[config.mk]
export PLATFORM = sky130hd
export DESIGN_NAME = ssmr_front
export DESIGN_NICKNAME = d
export VERILOG_FILES = /design/src/hdl/assert_macros.svh /design/src/hdl/ssmr_pkg.sv /design/src/hdl/ssmr_front.sv
export SDC_FILE = /design/constraint.sdc
export NUM_CORES = 1
export LEC_CHECK = 0
export BUFFER_PORTS_ARGS = -buffer_cell sky130_fd_sc_hd__buf_2
export CORE_ASPECT_RATIO = 0.6
export CORE_MARGIN = 4
export CORE_UTILIZATION = 35
export CTS_CLUSTER_DIAMETER = 80
export DETAILED_ROUTE_END_ITERATION = 6
export GPL_TIMING_DRIVEN = 0
export PLACE_DENSITY = 0.8
export SYNTH_ARGS = -nofsm -noshare
export SYNTH_HDL_FRONTEND = slang
export SYNTH_SLANG_ARGS = --single-unit
[constraint.sdc]
create_clock -name clk -period 2.5 [get_ports clk]
set_clock_uncertainty 0.15 [all_clocks]
set_input_delay 0.5 -clock clk [delete_from_list [all_inputs] [get_ports clk]]
set_output_delay 0.5 -clock clk [all_outputs]
set_load 0.02 [all_outputs]
[src/hdl/assert_macros.svh]
// Assertion helpers. Both expect clk and arst_n in the scope of use.
`ifndef ASSERT_MACROS_SVH
`define ASSERT_MACROS_SVH
`ifndef SYNTH
`define SSMR_ASSERT_IMPL(lbl, prop, msg) \
	lbl: assert property (@(posedge clk) disable iff (!arst_n) (prop)) \
		else $error(msg);
`define SSMR_ASSERT_NEVER(lbl, cond, msg) \
	lbl: assert property (@(posedge clk) disable iff (!arst_n) !(cond)) \
		else $error(msg);
`else
`define SSMR_ASSERT_IMPL(lbl, prop, msg)
`define SSMR_ASSERT_NEVER(lbl, cond, msg)
`endif
`endif

[src/hdl/ssmr_pkg.sv]
package ssmr_pkg;

	localparam int STR_BITS     = 32;
	localparam int SELF_ENTRIES = 64;

	localparam int ADDR_W = $clog2(SELF_ENTRIES);
	localparam int IDX_W  = 6;
	localparam int STR_W  = 32;
	localparam int CFG_W  = 6;
	localparam int RAD_W  = 7;

	// bits of the radius that select erosion steps, and comparison lanes (one per shift)
	localparam int RK    = $clog2(STR_BITS + 1);
	localparam int LANES = 2 * STR_BITS - 1;

	localparam int CMD_DEPTH = 2;
	localparam int CMD_PTR_W = (CMD_DEPTH > 1) ? $clog2(CMD_DEPTH) : 1;
	localparam int CMD_CNT_W = $clog2(CMD_DEPTH + 1);

	localparam logic [ADDR_W-1:0] LAST_ENTRY  = ADDR_W'(SELF_ENTRIES - 1);
	localparam logic [CFG_W-1:0]  R_START_RST = CFG_W'(1);
	localparam logic [CFG_W-1:0]  R_SPAN_RST  = CFG_W'(8);

	localparam logic OP_LOAD = 1'b0;

	typedef enum logic {
		CFG_R_START = 1'b0,
		CFG_R_SPAN  = 1'b1
	} cfg_reg_t;

	typedef enum logic {
		CMD_LOAD,
		CMD_QUERY
	} cmd_kind_t;

	typedef struct packed {
		cmd_kind_t           kind;
		logic [ADDR_W-1:0]   addr;
		logic [STR_BITS-1:0] bits;
		logic [RAD_W-1:0]    r_first;
		logic [RAD_W-1:0]    cap;
	} cmd_t;

	typedef enum logic [1:0] {
		ST_IDLE,
		ST_TEST,
		ST_DONE
	} back_state_t;

endpackage

[src/hdl/ssmr_front.sv]
module ssmr_front import ssmr_pkg::*; (
	input  logic             clk,
	input  logic             arst_n,
	input  logic             push,
	output logic             full,
	input  logic             opcode,
	input  logic [IDX_W-1:0] entry_index,
	input  logic [STR_W-1:0] string_bits,
	input  logic             cfg_valid,
	output logic             cfg_ready,
	input  logic             cfg_index,
	input  logic [CFG_W-1:0] cfg_data,
	input  logic             q_full,
	output logic             q_push,
	output cmd_t             q_cmd
);

	logic [CFG_W-1:0] r_start_q;
	logic [CFG_W-1:0] r_span_q;
	logic             accept;
	logic             in_range;
	cmd_kind_t        kind;

	assign cfg_ready = 1'b1;

	always_ff @(posedge clk or negedge arst_n) begin
		if (!arst_n) begin
			r_start_q <= R_START_RST;
			r_span_q  <= R_SPAN_RST;
		end else if (cfg_valid && cfg_ready) begin
			if (cfg_index == CFG_R_START)
				r_start_q <= cfg_data;
			else
				r_span_q <= cfg_data;
		end
	end

	assign full     = q_full;
	assign accept   = push & ~q_full;
	assign in_range = (32'(entry_index) < 32'(SELF_ENTRIES));
	assign kind     = (opcode == OP_LOAD) ? CMD_LOAD : CMD_QUERY;

	// loads to a slot past the store are accepted and dropped here
	assign q_push = accept & ((kind == CMD_QUERY) | in_range);

	always_comb begin
		q_cmd.kind    = kind;
		q_cmd.addr    = ADDR_W'(entry_index);
		q_cmd.bits    = STR_BITS'(string_bits);
		q_cmd.r_first = RAD_W'(r_start_q);
		q_cmd.cap     = RAD_W'(r_start_q) + RAD_W'(r_span_q);
	end

endmodule

==> run_results.csv, run 1 <==
group,metric,value,unit
critical_path,crit_arrival,1.86,ns
routing,drc,0,
yosys,ys_warn_count,0,
critical_path,ff2ff_path_depth,3,
routing,vias_per_cell,4.05,
cells_and_area,mostFrequentLayoutCells,"buf_2 (64), buf_4 (47), mux2_2 (11)",
floorplan,die_area,0.00388,mm²
floorplan,core_area,0.00265,mm²
cells_and_area,final_common_cell,"buf_2",
timing,final_max_slew_viol_count,0,
power,power_density,630,mW/mm²
cells_and_area,layout-drive-gt1-share,77.7,%
timing,finalCriticalPeriod,2.51,ns
cells_and_area,syn2layout_area_growth,47.4,%
yosys,synth_top_area_cell,"buf_4",
floorplan,ioPinCount,107,
timing,fin_tns_setup,-0.0114,ns
critical_path,reg2reg_setup_slack,1.40,ns
global_route,grt_overflow,0,
critical_path,timing.rr.start,"r_start_q[0]$_DFFE_PN1P_",
routing,drtIter0Drc,3,
yosys,ys_top_cells_by_area,"buf_4 (31%), dfrtp_1 (24%), mux2_2 (12%)",
cts,cts_tree,"done",
routing,dr.pass1.iters,4,
critical_path,worstPathCellList,"ha_4 > inv_2 > fa_2 > nor2b_4 > o31a_2 > o21ai_2 > nand2b_1 > buf_6",
floorplan,die_x,77.8,µm
critical_path,critical_path_buf_inv_count,2,
cts,clk_pin_slew,0.04,ns
timing,setup_viol,1,
power,ir_drop,453,µV
global_route,grt_pass1_wl,3930,µm
critical_path,path_class,"reg2out",
placement,dp_slack,0.0256,ns
yosys,yosysSeqAreaShare,29.6,%
global_route,track_usage,12.4,%
placement,hpwl,2290,µm
floorplan,num_rows,14,
cts,cts_buffers,3,
run,cap_violations,0,
worst_hold_path,hold_path_depth,3,
critical_path,worst-path-max-fanout,2,
critical_path,cp-end-kind,"primary output",
cells_and_area,final_util,57.0,%
critical_path,cpMaxStageDelayCell,"dfstp_2",
global_route,antenna_found_initial,0,
timing,worst_slack,-0.0114,ns
timing,max_freq,0.398,GHz
placement,place_congestion,0.743,
worst_hold_path,hold_path.class,"in2reg",
timing,fin_crit_sh,100,%
critical_path,crit_family,"flip-flops",
yosys,synthCells,101,
cts,cts.sinks,12,
cells_and_area,diodes,0,
power,p_leak,0.827,nW
critical_path,critPathRequiredTime,1.85,ns
yosys,synth.cell_area,0.00102,mm²
cts,clock_latency,0.23,ns
cts,htree_levels,1,
yosys,syn_nets,159,
routing,wl_per_cell,12.0,µm
timing,grt_setup_unrepaired,"yes",
routing,detail-route-antenna-nets,0,
cts,cts_root_buf,"clkbuf_8",
power,p_total,0.000949,W
outcome,violations,"negative setup slack",
yosys,synthDistinctLibCells,24,
critical_path,reg2reg_to,"r_start_q[0]$_DFFE_PN1P_",
worst_hold_path,hold_end,"r_start_q[1]$_DFFE_PN0P_",
outcome,status,"complete, but fails checks",
global_route,grt_max_degree,13,
floorplan,die_h,49.9,µm
yosys,ys_ff_latch,12,
critical_path,slowest_delay,0.55,ns
yosys,synth_area_per_cell,10.1,µm²
floorplan,initial_utilization,38.6,%
cts,clockBufferDepth,2,
global_route,grt_pass1_vias,903,
cells_and_area,nets,234,
worst_hold_path,hp-start,"cfg_data[1]",
placement,numPortBuffers,65,
timing,finalHoldViolCount,0,
yosys,yosysTopAreaCellShare,30.8,%
placement,place_area,0.00140,mm²
routing,routed_wl,2580,µm
cells_and_area,fin_area,0.00151,mm²
routing,num_vias,871,
critical_path,startpoint_type,"flop",
[where the power goes]
part | internal, W | total (W) | switching (W)
combinational | 0.000244 | 0.000528 | 0.000284
clock | 0.000111 | 0.000171 | 0.0000596
sequential | 0.000227 | 0.000250 | 0.0000233
total | 0.000583 | 0.000949 | 0.000366
[stage by stage]
| step | hold WS (ns) | std cells |
|---|---|---|
| after floorplan | 0.0544 | 101 |
| after CTS | 0.358 | 214 |
| after global routing | 0.359 | 215 |
| final | 0.359 | 215 |
| after detailed placement | 0.238 | 206 |
| after global placement | 0.230 | 206 |
[worst max path at each step]
stage / slack, ns / cells past startpoint / from / to
after CTS: -0.01 / 8 / r_start_q[0]$_DFFE_PN1P_ / q_cmd[6]
after global placement: 0.08 / 8 / r_start_q[0]$_DFFE_PN1P_ / q_cmd[6]
after floorplan: 0.03 / 6 / r_start_q[0]$_DFFE_PN1P_ / q_cmd[4]
after detailed placement: 0.03 / 8 / r_start_q[0]$_DFFE_PN1P_ / q_cmd[6]
final: -0.01 / 8 / r_start_q[0]$_DFFE_PN1P_ / q_cmd[6]
after global routing: -0.06 / 8 / r_start_q[0]$_DFFE_PN1P_ / q_cmd[6]
[cell usage after synthesis]
| cell type | instances |
|---|---|
| a21oi_2 | 1 |
| o31a_2 | 1 |
| dfrtp_1 | 10 |
| inv_1 | 4 |
| nand2b_1 | 1 |
| nor2b_4 | 1 |
| nor2_1 | 1 |
| a211oi_2 | 1 |
| xnor2_1 | 3 |
| buf_4 | 42 |
| buf_2 | 1 |
| nor2b_1 | 2 |
| o21ai_2 | 1 |
| mux2_2 | 11 |
| a21oi_1 | 2 |
| conb_1 | 2 |
| nand2_1 | 2 |
| o21a_1 | 1 |
| dfstp_2 | 2 |
| o21bai_1 | 1 |
| ha_1 | 6 |
| fa_1 | 1 |
| a21o_1 | 1 |
| o21ai_0 | 3 |
[registers in the layout, summed over array words and instances (netlist names)]
signal and count:
r_span_q 6, r_start_q 6
[worst register-to-register path, stage by stage (launching register included)]
cell,delay (ns)
dfstp_2,0.38
buf_4,0.12
buf_4,0.12
mux2_2,0.25
[area by class of cell]
type | instances | area (µm²)
Fill cell | 237 | 1140
Buffer | 43 | 320
Clock buffer | 4 | 45.0
Timing Repair Buffer | 70 | 374
Sequential cell | 12 | 303
Multi-Input combinational cell | 42 | 399
Tap cell | 40 | 50.0
Inverter | 4 | 15.0
[what timing repair did]
item / 4_1_cts / 5_1_grt
gates resized for setup: 7 / 1
pin swaps: 2 / 2
setup endpoints to repair: 2 / 2
setup buffers: 3 / 1
hold endpoints to repair: 10 / 0
hold buffers: 1 / 0
[logic make-up after synthesis]
logic type      Yosys count  share of synthesized area (%)
xor+xnor                  3                           2.57
mux                      11                           12.1
simple gates              7                           4.28
buf+inv                  47                           32.8
other cells               2                          0.735
fa+ha+maj                 7                           9.30
flops                    12                           29.6
compound gates           12                           8.57
[layer usage]
layer | share of wire [%] | global-route usage (%) | up-vias
met1 | 34 | 12.2 | 385
met2 | 55 | 24.9 | 51
met5 | 0 | 0 | -
met4 | 0 | 0.888 | 0
met3 | 12 | 5.27 | 0
li1 | - | - | 435
(Power assumes the default switching activity.)
==> inputs of run 2 (changes only) <==
- CORE_UTILIZATION: 35 -> 38
- PLACE_DENSITY: 0.8 -> 0.86
- clock period: 2.5 -> 3.2 ns (I/O delays scaled with it)
==> run 2 against run 1 <==
  * The run now ends clean
  * Via count decreased by 1.0%
  * Critical path type unchanged
  * Cell area decreased by 5.1%
  * Wire length down 5.6%
  * Clock-buffer cell count down 1
  * Clock power decreased by 20%
  * First-iteration DRC count grew 67%
  * Total power fell by 25%
  * Sequential share of layout area increased by 1.1 points
  * Sequential cell count stayed put
  * Sequential power is 23% lower
==> run_results.csv, run 2 (synthesis results as in run 1) <==
group,metric,value,unit
placement,place_congestion,0.743,
global_route,track_usage,12.3,%
critical_path,startpoint_type,"flop",
timing,max_freq,0.354,GHz
floorplan,die_x,75.0,µm
global_route,grt_max_degree,13,
cts,cts_buffers,3,
power,p_switching,0.000281,W
floorplan,core_area,0.00254,mm²
cts,htree_levels,1,
floorplan,ioPinCount,107,
power,p_leak,0.801,nW
routing,dr.pass1.iters,2,
cts,cts_tree,"done",
cts,cts_setup_buffers,0,
cts,clock_latency,0.24,ns
routing,routed_wl,2440,µm
cts,clk_pin_slew,0.05,ns
power,clkPwrFrac,19.2,%
routing,drtIter0Drc,5,
timing,finalCriticalPeriod,2.83,ns
timing,grt_setup_unrepaired,"no",
power,ir_drop,307,µV
cts,cts_root_buf,"clkbuf_8",
cells_and_area,stdcell_count,201,
floorplan,die_h,48.2,µm
routing,wl_per_cell,12.1,µm
cts,clockBufferDepth,2,
routing,highest_layer,"met4",
critical_path,worst-path-max-fanout,3,
cells_and_area,multi_input_area,384,µm²
critical_path,cp-end-kind,"primary output",
cells_and_area,final_util,56.3,%
routing,route.met3.wl,301,µm
floorplan,initial_utilization,40.2,%
placement,hpwl,2160,µm
critical_path,crit_arrival,2.04,ns
cells_and_area,layout-drive-gt1-share,76.3,%
placement,placed_cells,198,
cells_and_area,reg_top3,"r_span_q: 6 flops, r_start_q: 6 flops",
cts,cts.sinks,12,
critical_path,critPathRequiredTime,2.41,ns
timing,fin_tns_setup,0,ns
routing,dr_wl_met2,1300,µm
power,pwr-share-comb,53.6,%
cells_and_area,final_common_cell,"buf_2",
routing,detail-route-antenna-nets,0,
run,cap_violations,0,
timing,finalHoldViolCount,0,
cells_and_area,syn2layout_area_growth,39.8,%
global_route,grt_pass1_vias,771,
cells_and_area,nets,229,
critical_path,path_class,"reg2out",
placement,numPortBuffers,65,
cts,cts.repair.resized,0,
cells_and_area,fillers,233,
floorplan,die_area,0.00361,mm²
power,p_int,0.000429,W
timing,final_max_slew_viol_count,0,
global_route,antenna_found_initial,0,
power,p_seq_share,27.1,%
global_route,grt_pass1_wl,3260,µm
cts,cts_hold_buf,0,
routing,wl_met1,803,µm
timing,setup_viol,0,
cells_and_area,diodes,0,
routing,vias_per_cell,4.29,
routing,num_vias,862,
routing,drc,0,
global_route,grt_overflow,0,
cells_and_area,regArea,303,µm²
power,power_density,497,mW/mm²
outcome,status,"completed",
cells_and_area,mostFrequentLayoutCells,"buf_2 (66), buf_4 (42), mux2_2 (11)",
power,sw_frac_of_total,39.6,%
worst_hold_path,hold_path.class,"in2async",
floorplan,num_rows,14,
timing,fin_crit_sh,88.3,%
[run 2: power groups by stage]
stage	combinational, W	sequential [W]	clock (W)
3_5_place_dp	0.000385	0.000195	0
4_1_cts	0.000387	0.000193	0.000140
6_report	0.000381	0.000193	0.000136
2_1_floorplan	0.000265	0.000206	0
3_3_place_gp	0.000378	0.000194	0
5_1_grt	0.000415	0.000196	0.000148
[run 2: worst paths after layout]
kind,start,to,slack [ns],cells past startpoint
worst min register to register,r_span_q[4]$_DFFE_PN0P_,r_span_q[4]$_DFFE_PN0P_,0.36,1
worst min-delay path,arst_n,r_span_q[0]$_DFFE_PN0P_,0.12,1
min in group clk,r_span_q[4]$_DFFE_PN0P_,r_span_q[4]$_DFFE_PN0P_,0.36,1
max in group asynchronous,arst_n,r_span_q[3]$_DFFE_PN1P_,2.51,1
worst max register to register,r_span_q[1]$_DFFE_PN0P_,r_span_q[1]$_DFFE_PN0P_,2.27,1
worst max-delay path,r_start_q[0]$_DFFE_PN1P_,q_cmd[6],0.37,8
[run 2: final cells by class]
cell class	instances	share of cell area, %
multi-input combinational	42	26.9
timing repair buffer	65	22.8
buffer	43	22.4
sequential	12	21.2
clock buffer	3	2.89
tap	32	2.80
inverter	4	1.05
[run 2: metrics by stage]
stage                     hold slack (ns)  cell area [µm²]  total power, W  setup slack, ns
after floorplan                     0.194             1020        0.000471            0.591
after global placement              0.345             1390        0.000572            0.621
after detailed placement            0.354             1390        0.000581            0.614
after CTS                           0.122             1430        0.000720            0.352
after global routing                0.129             1430        0.000759            0.249
final                               0.117             1430        0.000710            0.374
[run 2: layer usage]
| metal | GRT usage, % | vias to the layer above |
|---|---|---|
| li1 | - | 423 |
| met5 | 0 | - |
| met3 | 2.67 | 4 |
| met2 | 24.2 | 47 |
| met1 | 12.8 | 388 |
| met4 | 6.38 | 0 |
[run 2: worst max-delay path: stages (launching register included)]
cell and delay, ns:
dfstp_2 0.54, ha_1 0.21, inv_1 0.07, fa_1 0.44, nor2b_4 0.13, o31a_2 0.14, o21ai_2 0.05, nand2b_1 0.06
buf_2 0.15
