## src/hdl/assert_macros.svh

```systemverilog
// Assertion helpers. Both expect clk and arst_n in the scope of use.
`ifndef ASSERT_MACROS_SVH
`define ASSERT_MACROS_SVH
`ifndef SYNTH
`define SSMR_ASSERT_IMPL(lbl, prop, msg) \
	lbl: assert property (@(posedge clk) disable iff (!arst_n) (prop)) \
		else $error(msg);
`define SSMR_ASSERT_NEVER(lbl, cond, msg) \
	lbl: assert property (@(posedge clk) disable iff (!arst_n) !(cond)) \
		else $error(msg);
`else
`define SSMR_ASSERT_IMPL(lbl, prop, msg)
`define SSMR_ASSERT_NEVER(lbl, cond, msg)
`endif
`endif

```

## src/hdl/ssmr_pkg.sv

```systemverilog
package ssmr_pkg;

	localparam int STR_BITS     = 32;
	localparam int SELF_ENTRIES = 64;

	localparam int ADDR_W = $clog2(SELF_ENTRIES);
	localparam int IDX_W  = 6;
	localparam int STR_W  = 32;
	localparam int CFG_W  = 6;
	localparam int RAD_W  = 7;

	// bits of the radius that select erosion steps, and comparison lanes (one per shift)
	localparam int RK    = $clog2(STR_BITS + 1);
	localparam int LANES = 2 * STR_BITS - 1;

	localparam int CMD_DEPTH = 2;
	localparam int CMD_PTR_W = (CMD_DEPTH > 1) ? $clog2(CMD_DEPTH) : 1;
	localparam int CMD_CNT_W = $clog2(CMD_DEPTH + 1);

	localparam logic [ADDR_W-1:0] LAST_ENTRY  = ADDR_W'(SELF_ENTRIES - 1);
	localparam logic [CFG_W-1:0]  R_START_RST = CFG_W'(1);
	localparam logic [CFG_W-1:0]  R_SPAN_RST  = CFG_W'(8);

	localparam logic OP_LOAD = 1'b0;

	typedef enum logic {
		CFG_R_START = 1'b0,
		CFG_R_SPAN  = 1'b1
	} cfg_reg_t;

	typedef enum logic {
		CMD_LOAD,
		CMD_QUERY
	} cmd_kind_t;

	typedef struct packed {
		cmd_kind_t           kind;
		logic [ADDR_W-1:0]   addr;
		logic [STR_BITS-1:0] bits;
		logic [RAD_W-1:0]    r_first;
		logic [RAD_W-1:0]    cap;
	} cmd_t;

	typedef enum logic [1:0] {
		ST_IDLE,
		ST_TEST,
		ST_DONE
	} back_state_t;

endpackage

```

## src/hdl/ssmr_cmd_fifo.sv

```systemverilog
module ssmr_cmd_fifo import ssmr_pkg::*; (
	input  logic clk,
	input  logic arst_n,
	input  logic push,
	input  cmd_t wr_cmd,
	output logic full,
	input  logic pop,
	output cmd_t rd_cmd,
	output logic empty
);

	cmd_t                 mem_q [CMD_DEPTH];
	logic [CMD_PTR_W-1:0] wr_ptr_q;
	logic [CMD_PTR_W-1:0] rd_ptr_q;
	logic [CMD_CNT_W-1:0] cnt_q;
	logic                 do_push;
	logic                 do_pop;

	assign full    = (cnt_q == CMD_CNT_W'(CMD_DEPTH));
	assign empty   = (cnt_q == '0);
	assign do_push = push & ~full;
	assign do_pop  = pop & ~empty;
	assign rd_cmd  = mem_q[rd_ptr_q];

	function automatic logic [CMD_PTR_W-1:0] ptr_next(input logic [CMD_PTR_W-1:0] p);
		if (p == CMD_PTR_W'(CMD_DEPTH - 1))
			return '0;
		return p + CMD_PTR_W'(1);
	endfunction

	always_ff @(posedge clk or negedge arst_n) begin
		if (!arst_n) begin
			wr_ptr_q <= '0;
			rd_ptr_q <= '0;
			cnt_q    <= '0;
		end else begin
			if (do_push)
				wr_ptr_q <= ptr_next(wr_ptr_q);
			if (do_pop)
				rd_ptr_q <= ptr_next(rd_ptr_q);
			if (do_push && !do_pop)
				cnt_q <= cnt_q + CMD_CNT_W'(1);
			else if (do_pop && !do_push)
				cnt_q <= cnt_q - CMD_CNT_W'(1);
		end
	end

	always_ff @(posedge clk) begin
		if (do_push)
			mem_q[wr_ptr_q] <= wr_cmd;
	end

endmodule

```

## config.mk

```make
export PLATFORM = sky130hd
export DESIGN_NAME = ssmr_cmd_fifo
export DESIGN_NICKNAME = d
export VERILOG_FILES = /design/src/hdl/assert_macros.svh /design/src/hdl/ssmr_pkg.sv /design/src/hdl/ssmr_cmd_fifo.sv
export SDC_FILE = /design/constraint.sdc
export NUM_CORES = 1
export LEC_CHECK = 0
export BUFFER_PORTS_ARGS = -buffer_cell sky130_fd_sc_hd__buf_2
export CORE_UTILIZATION = 25
export DETAILED_ROUTE_END_ITERATION = 10
export PLACE_DENSITY = 0.41
export SLEW_MARGIN = 40
export SYNTH_ARGS = -nofsm -noshare
export SYNTH_HDL_FRONTEND = slang
export SYNTH_SLANG_ARGS = --single-unit
```

## constraint.sdc

```tcl
create_clock -name clk -period 5.8 [get_ports clk]
set_input_delay 0.58 -clock clk [delete_from_list [all_inputs] [get_ports clk]]
set_output_delay 0.58 -clock clk [all_outputs]
set_load 0.02 [all_outputs]
```

==> results.json, run 1 <==
{
  "outcome": "finished clean",
  "synth_cell_types": 15,
  "cts_setup_buffers": 0,
  "synth_seq_cells": 110,
  "utilization_pct": 31.8,
  "core_sq_um": 16600,
  "synthSimpleGateAreaFrac_pct": 0.644,
  "synth_area_leaders": "edfxtp_1 75%, mux2_4 17%, buf_12 2.3%",
  "crit_type": "reg2out",
  "dpl_cell_area_sq_um": 5040,
  "synth_warnings": 0,
  "clock.fmax_mhz": 395,
  "gp_congestion": 0.645,
  "root_buffer": "clkbuf_16",
  "netlist_area_sq_um": 4270,
  "synth_top_area_share_pct": 74.5,
  "route.vias.total": 2046,
  "end_kind": "output pin",
  "syn2layout_area_growth_pct": 23.8,
  "die_y_um": 133,
  "setup_viol": 0,
  "path_cells": "buf_12, mux2_2, buf_2",
  "cts_max_level": 3,
  "fin_crit_ns": 2.53,
  "cp_top_family": "flip-flops",
  "nNetsFinal": 361,
  "cts_buffer_depth": 2,
  "synth-xor-area-share_pct": 1.03,
  "relSlewSlack_pct": 48.9,
  "muxShareOfSynthArea_pct": 18.3,
  "synth_top_family_by_area": "multiplexers",
  "arrival_ns": 1.95,
  "grt_overflow": 0,
  "syn_inst": 184,
  "critPathBufInv": 2,
  "first_global_vias": 2132,
  "antenna_cells": 0,
  "tns_ns": 0,
  "start_util_pct": 25.7,
  "grt_pass1_wl_mm": 11.4,
  "slowest_delay_ns": 0.77,
  "route.detailed.drc": 0,
  "drt_iter0_markers": 82,
  "cts.clk_slew.worst_paths_ns": 0.07,
  "leakagePower_nw": 2.08,
  "grt_max_degree": 54,
  "die_area_sq_um": 17600,
  "ant_nets": 0,
  "irDropWorstVdd_mv": 0.321,
  "finalCritPeriodShare_pct": 43.7,
  "yosysSeqAreaShare_pct": 76.9,
  "hold_buffers": 0,
  "cts_tree": "done",
  "finalHoldViolCount": 0,
  "port-buffer-count": 111,
  "cts_resized": 0,
  "vias_per_cell": 3.88,
  "cp_max_fo": 28,
  "cp_slowest_cell": "dfrtp_4",
  "die_w_um": 133,
  "cts-buffers-inserted": 9,
  "rsz0062_at_grt": "no",
  "total_power_mw": 2.69,
  "synth_compound_area_share_pct": 0.117,
  "fin_skew_ns": 0.00838,
  "avgSynthCellArea_sq_um": 23.2,
  "start_kind": "register",
  "final_layout_size_suffix_gt1_share_pct": 58.1,
  "clock-sinks": 110,
  "num_rows": 47,
  "drv_cap": 0,
  "synthesis.nets": 242,
  "clk-insertion-delay-late_ns": 0.34,
  "tightest_slew_ns": 0.766,
  "crit_required_ns": 5.22,
  "firstDrtPassIters": 4,
  "synth-adder-area-share_pct": 0.293,
  "yosys.area.top_type": "edfxtp_1",
  "hold_class": "in2async",
  "wl_per_cell_um": 14.1,
  "finalInstanceArea_sq_um": 5290,
  "drt-total-wl_mm": 7.42,
  "finalMaxSlewViolations": 0,
  "place_hpwl_mm": 4.61,
  "grt_use_total_pct": 8.91,
  "cellPowerDensity_nw_per_um2": 509,
  "num_io_pins": 112,
  "antenna_found_initial": 0
}
flip-flops by register name (all words and copies together) (netlist names):
register and flops:
wr_ptr_q 1, mem_q 106, rd_ptr_q 1, cnt_q 2
placed cells by master, fill, tap and decap left out:
cell type,instances
clkbuf_16,9
buf_12,1
nor2_1,2
nand2b_1,1
dfrtp_4,1
nand2_1,1
mux2_2,4
o21ai_1,1
edfxtp_1,106
xnor2_1,3
buf_2,111
buf_4,2
inv_1,2
ha_1,1
and3_2,1
mux2_4,49
xor2_1,2
dfrtp_1,3
clkbuf_1,7
nor2_4,1
cells by family after synthesis:
| group | Yosys count |
|---|---|
| flops | 110 |
| mux | 53 |
| compound gates | 1 |
| fa+ha+maj | 1 |
| simple gates | 6 |
| xor+xnor | 5 |
| buf+inv | 8 |
worst register-to-register path: cells and delay by family (launching register included):
kind / cells / cell delay [ns]
buf+inv: 1 / 0.61
flops: 1 / 0.43
simple gates: 3 / 0.43
layer usage:
layer / global-route usage [%] / part of all wire [%]
met5: 0 / 0
met4: 5.75 / 2.2
met3: 3.10 / 6.1
met2: 14.4 / 49
met1: 10.0 / 43
cells in the mapped netlist:
library cell	number
buf_12	5
and3_1	1
nand2b_1	1
xnor2_1	3
buf_6	1
ha_1	1
mux2_4	49
edfxtp_1	106
inv_1	2
o21ai_1	1
nand2_1	1
nor2_1	3
mux2_2	4
xor2_1	2
dfrtp_1	4
where the power goes:
part / internal (mW) / leakage (nW) / switching [mW]
registers: 1.09 / 1.03 / 0.103
logic: 0.440 / 0.932 / 0.515
clock network: 0.293 / 0.119 / 0.250
total: 1.82 / 2.08 / 0.868
final timing paths:
kind	startpoint	end	slack, ns	depth (start not counted)
worst min-delay path	arst_n	cnt_q[0]$_DFFE_PN0P_	0.03	1
worst min register to register	cnt_q[1]$_DFFE_PN0P_	cnt_q[1]$_DFFE_PN0P_	0.52	1
worst max register to register	cnt_q[0]$_DFFE_PN0P_	mem_q[0][13]$_DFFE_PP_	3.93	4
max in group asynchronous	arst_n	rd_ptr_q$_DFFE_PN0P_	5.63	1
worst max-delay path	rd_ptr_q$_DFFE_PN0P_	rd_cmd[44]	3.27	3
min in group clk	wr_cmd[44]	mem_q[1][44]$_DFFE_PP_	0.42	1
layout make-up:
cell class	count	area (sq um)
Clock buffer	16	251
Fill cell	1676	11400
Inverter	2	7.51
Multi-Input combinational cell	66	878
Sequential cell	110	3290
Tap cell	220	275
Timing Repair Buffer	114	591
per-stage QoR:
| step | cells | hold slack [ns] | setup slack [ns] |
|---|---|---|---|
| floorplan | 184 | 0.284 | 2.45 |
| global placement | 511 | 0.394 | 3.47 |
| detailed placement | 512 | 0.396 | 3.57 |
| CTS | 528 | 0.0111 | 3.17 |
| global route | 528 | 0.0183 | 3.14 |
| finish | 528 | 0.0301 | 3.27 |
(Power assumes the default switching activity.)
==> run 2, diff against run 1 <==
Clock period 5.8 ns to 2.6 ns, I/O delays scaled along.
==> run 2 against run 1 <==
  * Die area unchanged
  * Highest routed layer unchanged
  * Critical path type unchanged
  * Sequential power increased by 120%
  * Largest power group unchanged
  * First-iteration DRC count increased by 13%
  * Critical path depth unchanged
  * Clock power increased by 140%
  * Total power increased by 130%
==> results.json, run 2 (synthesized netlist as in run 1, its figures left out) <==
{
  "fin_crit_ns": 2.20,
  "crit_type": "reg2out",
  "route.vias.total": 2043,
  "dr_wl_met2_mm": 3.66,
  "wl_per_cell_um": 14.6,
  "cts_tree": "done",
  "layout_commonest_cell": "buf_2",
  "slowest_delay_ns": 0.78,
  "finalMaxSlewViolations": 0,
  "root_buffer": "clkbuf_16",
  "die_area_sq_um": 17600,
  "reg.largest.list": "mem_q: 106 flops, cnt_q: 2 flops",
  "path_cells": "buf_4, mux2_2, buf_2",
  "die_w_um": 133,
  "reg2reg_to": "mem_q[0][34]$_DFFE_PP_",
  "antenna_found_initial": 1,
  "clock.fmax_mhz": 455,
  "finalCritPeriodShare_pct": 84.5,
  "crit_required_ns": 2.34,
  "place_inst": 517,
  "cts_setup_buffers": 0,
  "leakagePower_nw": 2.12,
  "grt_max_degree": 28,
  "ant_nets": 0,
  "r2r-start": "cnt_q[0]$_DFFE_PN0P_",
  "cts_max_level": 3,
  "cts.clk_slew.worst_paths_ns": 0.07,
  "outcome": "finished clean",
  "antenna_cells": 0,
  "min_to": "mem_q[1][26]$_DFFE_PP_",
  "vias_per_cell": 3.83,
  "hold_buffers": 1,
  "fillCellCount": 1645,
  "cp_top_family": "flip-flops",
  "largest_reg_flops": 106,
  "route.detailed.drc": 0,
  "grt_overflow": 0,
  "fin_skew_ns": 0.0104,
  "nNetsFinal": 367,
  "cts_buffer_depth": 2,
  "clock-sinks": 110,
  "r2r_slack_ns": 1.01,
  "num_io_pins": 112,
  "drv_cap": 0,
  "tightest_slew_ns": 0.551,
  "worstHoldPathCells": 1,
  "final_cell_mix": "111 x buf_2, 106 x edfxtp_1, 49 x mux2_4",
  "drt_iter0_markers": 93,
  "rsz0062_at_grt": "no",
  "grt_use_total_pct": 9.21,
  "hold_class": "in2reg",
  "setup_viol": 0,
  "firstDrtPassIters": 6,
  "first_global_vias": 2130,
  "relSlewSlack_pct": 63.3,
  "cts-buffers-inserted": 9,
  "gp_congestion": 0.617,
  "final_layout_size_suffix_gt1_share_pct": 59.1,
  "cp_max_fo": 27,
  "swShare_pct": 32.1,
  "clkPwrFrac_pct": 21.4,
  "wirelength_met1_mm": 3.41,
  "finalHoldViolCount": 0,
  "critPathBufInv": 2,
  "start_util_pct": 25.7,
  "intPower_mw": 4.19,
  "top_layer_used": "met4",
  "end_kind": "output pin",
  "place_hpwl_mm": 5.08,
  "grt_pass1_wl_mm": 11.7,
  "layout.cells.non_filler": 533,
  "tns_ns": 0,
  "rr_worst_depth": 4,
  "cellPowerDensity_nw_per_um2": 1150,
  "hold_path.startpoint": "wr_cmd[26]",
  "routed-wl-met3_um": 502,
  "die_y_um": 133,
  "arrival_ns": 1.94,
  "p_comb_share_pct": 35.5,
  "cp_slowest_cell": "dfrtp_4",
  "clk-insertion-delay-late_ns": 0.35,
  "cts_resized": 0,
  "irDropWorstVdd_mv": 0.470,
  "largest_register": "mem_q",
  "num_rows": 47,
  "core_sq_um": 16600,
  "start_kind": "register",
  "syn2layout_area_growth_pct": 25.5,
  "drt-total-wl_mm": 7.76,
  "port-buffer-count": 111,
  "switchingPower_mw": 1.98,
  "seqPwrFrac_pct": 43.0
}
run 2: changes by cell type in the layout (fill, tap and decap cells not counted):
cell	before	now
dlygate4sd3_1	0	1
clkinv_1	0	1
bufinv_16	0	1
clkbuf_1	7	4
buf_4	2	7
run 2: cell type report:
type / instances / area [sq um] / share of cell area [%]
clock inverters: 2 / 33.8 / 0.630
repair buffers: 120 / 638 / 11.9
flip-flops and latches: 110 / 3290 / 61.3
multi-input cells: 66 / 878 / 16.4
well taps: 220 / 275 / 5.14
inverters: 2 / 7.51 / 0.140
clock buffers: 13 / 240 / 4.48
run 2: worst max-delay path by stage:
stage,slack (ns),end,cells after the start,from
after CTS,0.35,rd_cmd[31],3,rd_ptr_q$_DFFE_PN0P_
final,0.40,rd_cmd[31],3,rd_ptr_q$_DFFE_PN0P_
after detailed placement,0.74,rd_cmd[31],3,rd_ptr_q$_DFFE_PN0P_
after floorplan,0.15,mem_q[0][0]$_DFFE_PP_,3,cnt_q[0]$_DFFE_PN0P_
after global placement,0.73,rd_cmd[31],3,rd_ptr_q$_DFFE_PN0P_
after global routing,0.32,rd_cmd[31],3,rd_ptr_q$_DFFE_PN0P_
run 2: worst reg2reg max path: cells and delay by family (launching register included):
| kind | cells | cell delay, ns |
|---|---|---|
| and+or+nand+nor | 3 | 0.43 |
| buffers and inverters | 1 | 0.36 |
| DFF | 1 | 0.43 |
run 2: stage by stage:
step / total power [mW] / util [%] / hold slack [ns] / area [sq um] / setup WS [ns]
CTS: 6.30 / 32.2 / 0.0817 / 5360 / 0.352
global route: 6.49 / 32.2 / 0.0766 / 5360 / 0.325
finish: 6.18 / 32.2 / 0.0936 / 5360 / 0.404
floorplan: 4.39 / - / -0.0356 / 4270 / 0.148
global placement: 4.95 / 30.5 / 0.0751 / 5080 / 0.730
detailed placement: 4.95 / 30.5 / 0.0837 / 5080 / 0.744
run 2: metal layers:
metal,global-route usage [%],up-vias
li1,-,964
met5,0,-
met2,14.1,69
met1,11.1,1000
met3,3.52,10
met4,5.17,0
run 2: power groups by stage:
| stage | logic (mW) | registers (mW) | clock network, mW |
|---|---|---|---|
| after global placement | 2.25 | 2.70 | 0 |
| after floorplan | 1.82 | 2.56 | 0 |
| after detailed placement | 2.24 | 2.71 | 0 |
| after CTS | 2.25 | 2.67 | 1.38 |
| final | 2.19 | 2.66 | 1.33 |
| after global routing | 2.34 | 2.70 | 1.45 |
==> run 3, diff against run 2 <==
Settings changed: ABC_AREA from default to 1.
Clock period 2.6 ns to 2.25 ns, I/O delays scaled along.
==> run 3 against run 2 <==
  * Total power up 14%
  * Combinational power increased by 20%
  * Setup slack worse by 0.039 ns
  * Register-to-register slack got worse by 0.19 ns
  * Die area down 3.7%
  * Via count grew 23%
  * First-iteration DRC count is 11% lower
  * Clock power rose by 16%
  * Synthesized cell count increased by 67%
  * Clock skew fell by 0.0048 ns
  * Sequential share of layout area grew 1.4 points
  * Critical path type unchanged
  * Critical endpoint is now rd_cmd[40]
  * Largest power group unchanged
==> results.json, run 3 <==
{
  "cts_resized": 0,
  "tns_ns": 0,
  "relSlewSlack_pct": 57.9,
  "port-buffer-count": 111,
  "cts_tree": "done",
  "tightest_slew_ns": 0.631,
  "finalInstanceArea_sq_um": 5230,
  "cts_max_level": 3,
  "hold_buffers": 1,
  "clkPwrFrac_pct": 21.7,
  "switchingPower_mw": 2.66,
  "worstHoldPathCells": 1,
  "num_io_pins": 112,
  "start_util_pct": 25.8,
  "die_area_sq_um": 17000,
  "fin_skew_ns": 0.00564,
  "grt_pass1_wl_mm": 13.0,
  "startpoint": "rd_ptr_q$_DFFE_PN0P_",
  "die_w_um": 130,
  "finalMaxSlewViolations": 0,
  "seqPwrFrac_pct": 41.2,
  "irDropWorstVdd_mv": 0.454,
  "final_layout_size_suffix_gt1_share_pct": 31.9,
  "grt_overflow": 0,
  "leakagePower_nw": 2.22,
  "clk-insertion-delay-late_ns": 0.35,
  "intPower_mw": 4.41,
  "ys_top_cells_by_count": "168 x nand2_1, 106 x edfxtp_1, 6 x inv_1",
  "cellPowerDensity_nw_per_um2": 1350,
  "netlist_area_sq_um": 4110,
  "avgSynthCellArea_sq_um": 13.3,
  "dpl_cell_area_sq_um": 4940,
  "rr_worst_depth": 5,
  "crit_type": "reg2out",
  "yosys.area.top_type": "edfxtp_1",
  "synth_area_leaders": "edfxtp_1 77%, nand2_1 15%, dfrtp_1 2.4%",
  "syn2layout_area_growth_pct": 27.3,
  "antenna_found_initial": 0,
  "firstDrtPassIters": 4,
  "synthesis.nets": 366,
  "route.vias.total": 2516,
  "synth_warnings": 0,
  "clock.fmax_mhz": 531,
  "gp_congestion": 0.666,
  "cts_setup_buffers": 0,
  "outcome": "finished clean",
  "rsz0062_at_grt": "no",
  "wl_per_cell_um": 13.3,
  "hold_class": "in2reg",
  "syn_inst": 308,
  "root_buffer": "clkbuf_16",
  "crit_required_ns": 2.03,
  "first_global_vias": 2496,
  "grt_use_total_pct": 10.8,
  "async_reset_ff_share_pct": 3.64,
  "start_kind": "register",
  "end_kind": "output pin",
  "cp_max_fo": 54,
  "final_cell_mix": "168 x nand2_1, 111 x buf_2, 106 x edfxtp_1",
  "cts-buffers-inserted": 9,
  "ant_nets": 0,
  "grt_max_degree": 55,
  "setup_viol": 0,
  "nNetsFinal": 486,
  "largest_reg_flops": 106,
  "cts_buffer_depth": 2,
  "r2r-start": "cnt_q[0]$_DFFE_PN0P_",
  "synth_top_area_share_pct": 77.4,
  "fillCellCount": 1639,
  "cts.clk_slew.worst_paths_ns": 0.07,
  "vias_per_cell": 3.88,
  "layout_commonest_cell": "nand2_1",
  "reg.largest.list": "mem_q: 106 flops, cnt_q: 2 flops",
  "route.detailed.drc": 0,
  "num_rows": 46,
  "grt_util_met1_pct": 12.4,
  "ys.flop_type": "edfxtp_1",
  "drv_cap": 0,
  "grtUsageMet3_pct": 3.65,
  "finalCritPeriodShare_pct": 83.8,
  "hold_path.startpoint": "wr_cmd[47]",
  "drt-total-wl_mm": 8.66,
  "hold_slack_ns": 0.0575,
  "synth_cell_types": 18,
  "arrival_ns": 1.66,
  "antenna_cells": 0,
  "yosysMostFrequentCell": "nand2_1",
  "top_usage_layer": "met2",
  "fin_crit_ns": 1.88,
  "yosysSeqAreaShare_pct": 79.9,
  "drt_iter0_markers": 83,
  "total_power_mw": 7.07,
  "die_y_um": 130,
  "swShare_pct": 37.6,
  "use_met2_pct": 17.6,
  "synth_edf_count": 106,
  "place_hpwl_mm": 5.35,
  "finalHoldViolCount": 0,
  "core_sq_um": 15900,
  "p_comb_share_pct": 37.0,
  "synth_seq_cells": 110,
  "clock-sinks": 110,
  "largest_register": "mem_q"
}
==> run 3: cell types whose count changed after synthesis, sizes merged <==
cell,delta
inv,+6
and3,-1
mux2,-53
nand3,+1
nor2,+1
xor2,-2
xnor2,-2
nand4,+1
nand2b,-1
nand3b,+1
buf,+5
nand2,+167
o21ai,+1
==> run 3: logic make-up (layout without fill, tap and decap cells) <==
kind of cell | Yosys count | count (layout) | synth area share, %
AND/OR/NAND/NOR | 175 | 175 | 16.4
buffers and inverters | 19 | 144 | 2.95
AO/OA/AOI/OAI | 2 | 2 | 0.244
flip-flops | 110 | 110 | 79.9
XOR/XNOR | 1 | 1 | 0.213
adder cells (fa/ha/maj) | 1 | 1 | 0.304
==> run 3: layout make-up <==
class                      instances  area (sq um)  share of cell area [%]
sequential                       110          3280                    62.8
clock inverter                     5          50.0                   0.956
timing repair buffer             120           651                    12.4
tap                              216           270                    5.16
multi-input combinational        179           713                    13.6
inverter                           8          32.5                   0.622
clock buffer                      11           233                    4.45
==> run 3: path summary, 6_finish.rpt <==
check	endpoint	slack [ns]
worst max-delay path	rd_cmd[40]	0.37
worst min-delay path	mem_q[1][47]$_DFFE_PP_	0.06
worst max register to register	mem_q[0][19]$_DFFE_PP_	0.82
worst min register to register	wr_ptr_q$_DFFE_PN0P_	0.49
max in group asynchronous	rd_ptr_q$_DFFE_PN0P_	1.90
min in group asynchronous	cnt_q[1]$_DFFE_PN0P_	0.22
==> run 3: per-stage QoR <==
stage	std cells	setup slack, ns	utilization [%]
finish	649	0.365	32.8
global placement	632	0.708	31.0
global route	649	0.181	32.8
CTS	649	0.295	32.8
detailed placement	632	0.693	31.0
floorplan	308	0.0885	-
==> run 3: power groups by stage <==
stage                     clock network (mW)  registers (mW)  logic (mW)
after floorplan                            0            2.94        1.77
after global placement                     0            2.95        2.70
after detailed placement                   0            2.96        2.70
after CTS                               1.61            2.92        2.71
after global routing                    1.69            2.96        2.91
final                                   1.54            2.91        2.62
==> run 3: per-layer routing <==
layer  routed length (um)  part of all wire, %  vias to the layer above
met5                    0                    0                        -
met4                  187                  2.2                        0
met3                  559                  6.5                       11
met2                 4120                   48                       72
met1                 3790                   44                     1164
li1                     -                    -                     1269
==> run 3: critical path, stage by stage (launching register included) <==
cell and delay, ns:
dfrtp_2 0.38, buf_4 0.53, nand2_1 0.10, nand2_1 0.12, buf_2 0.17
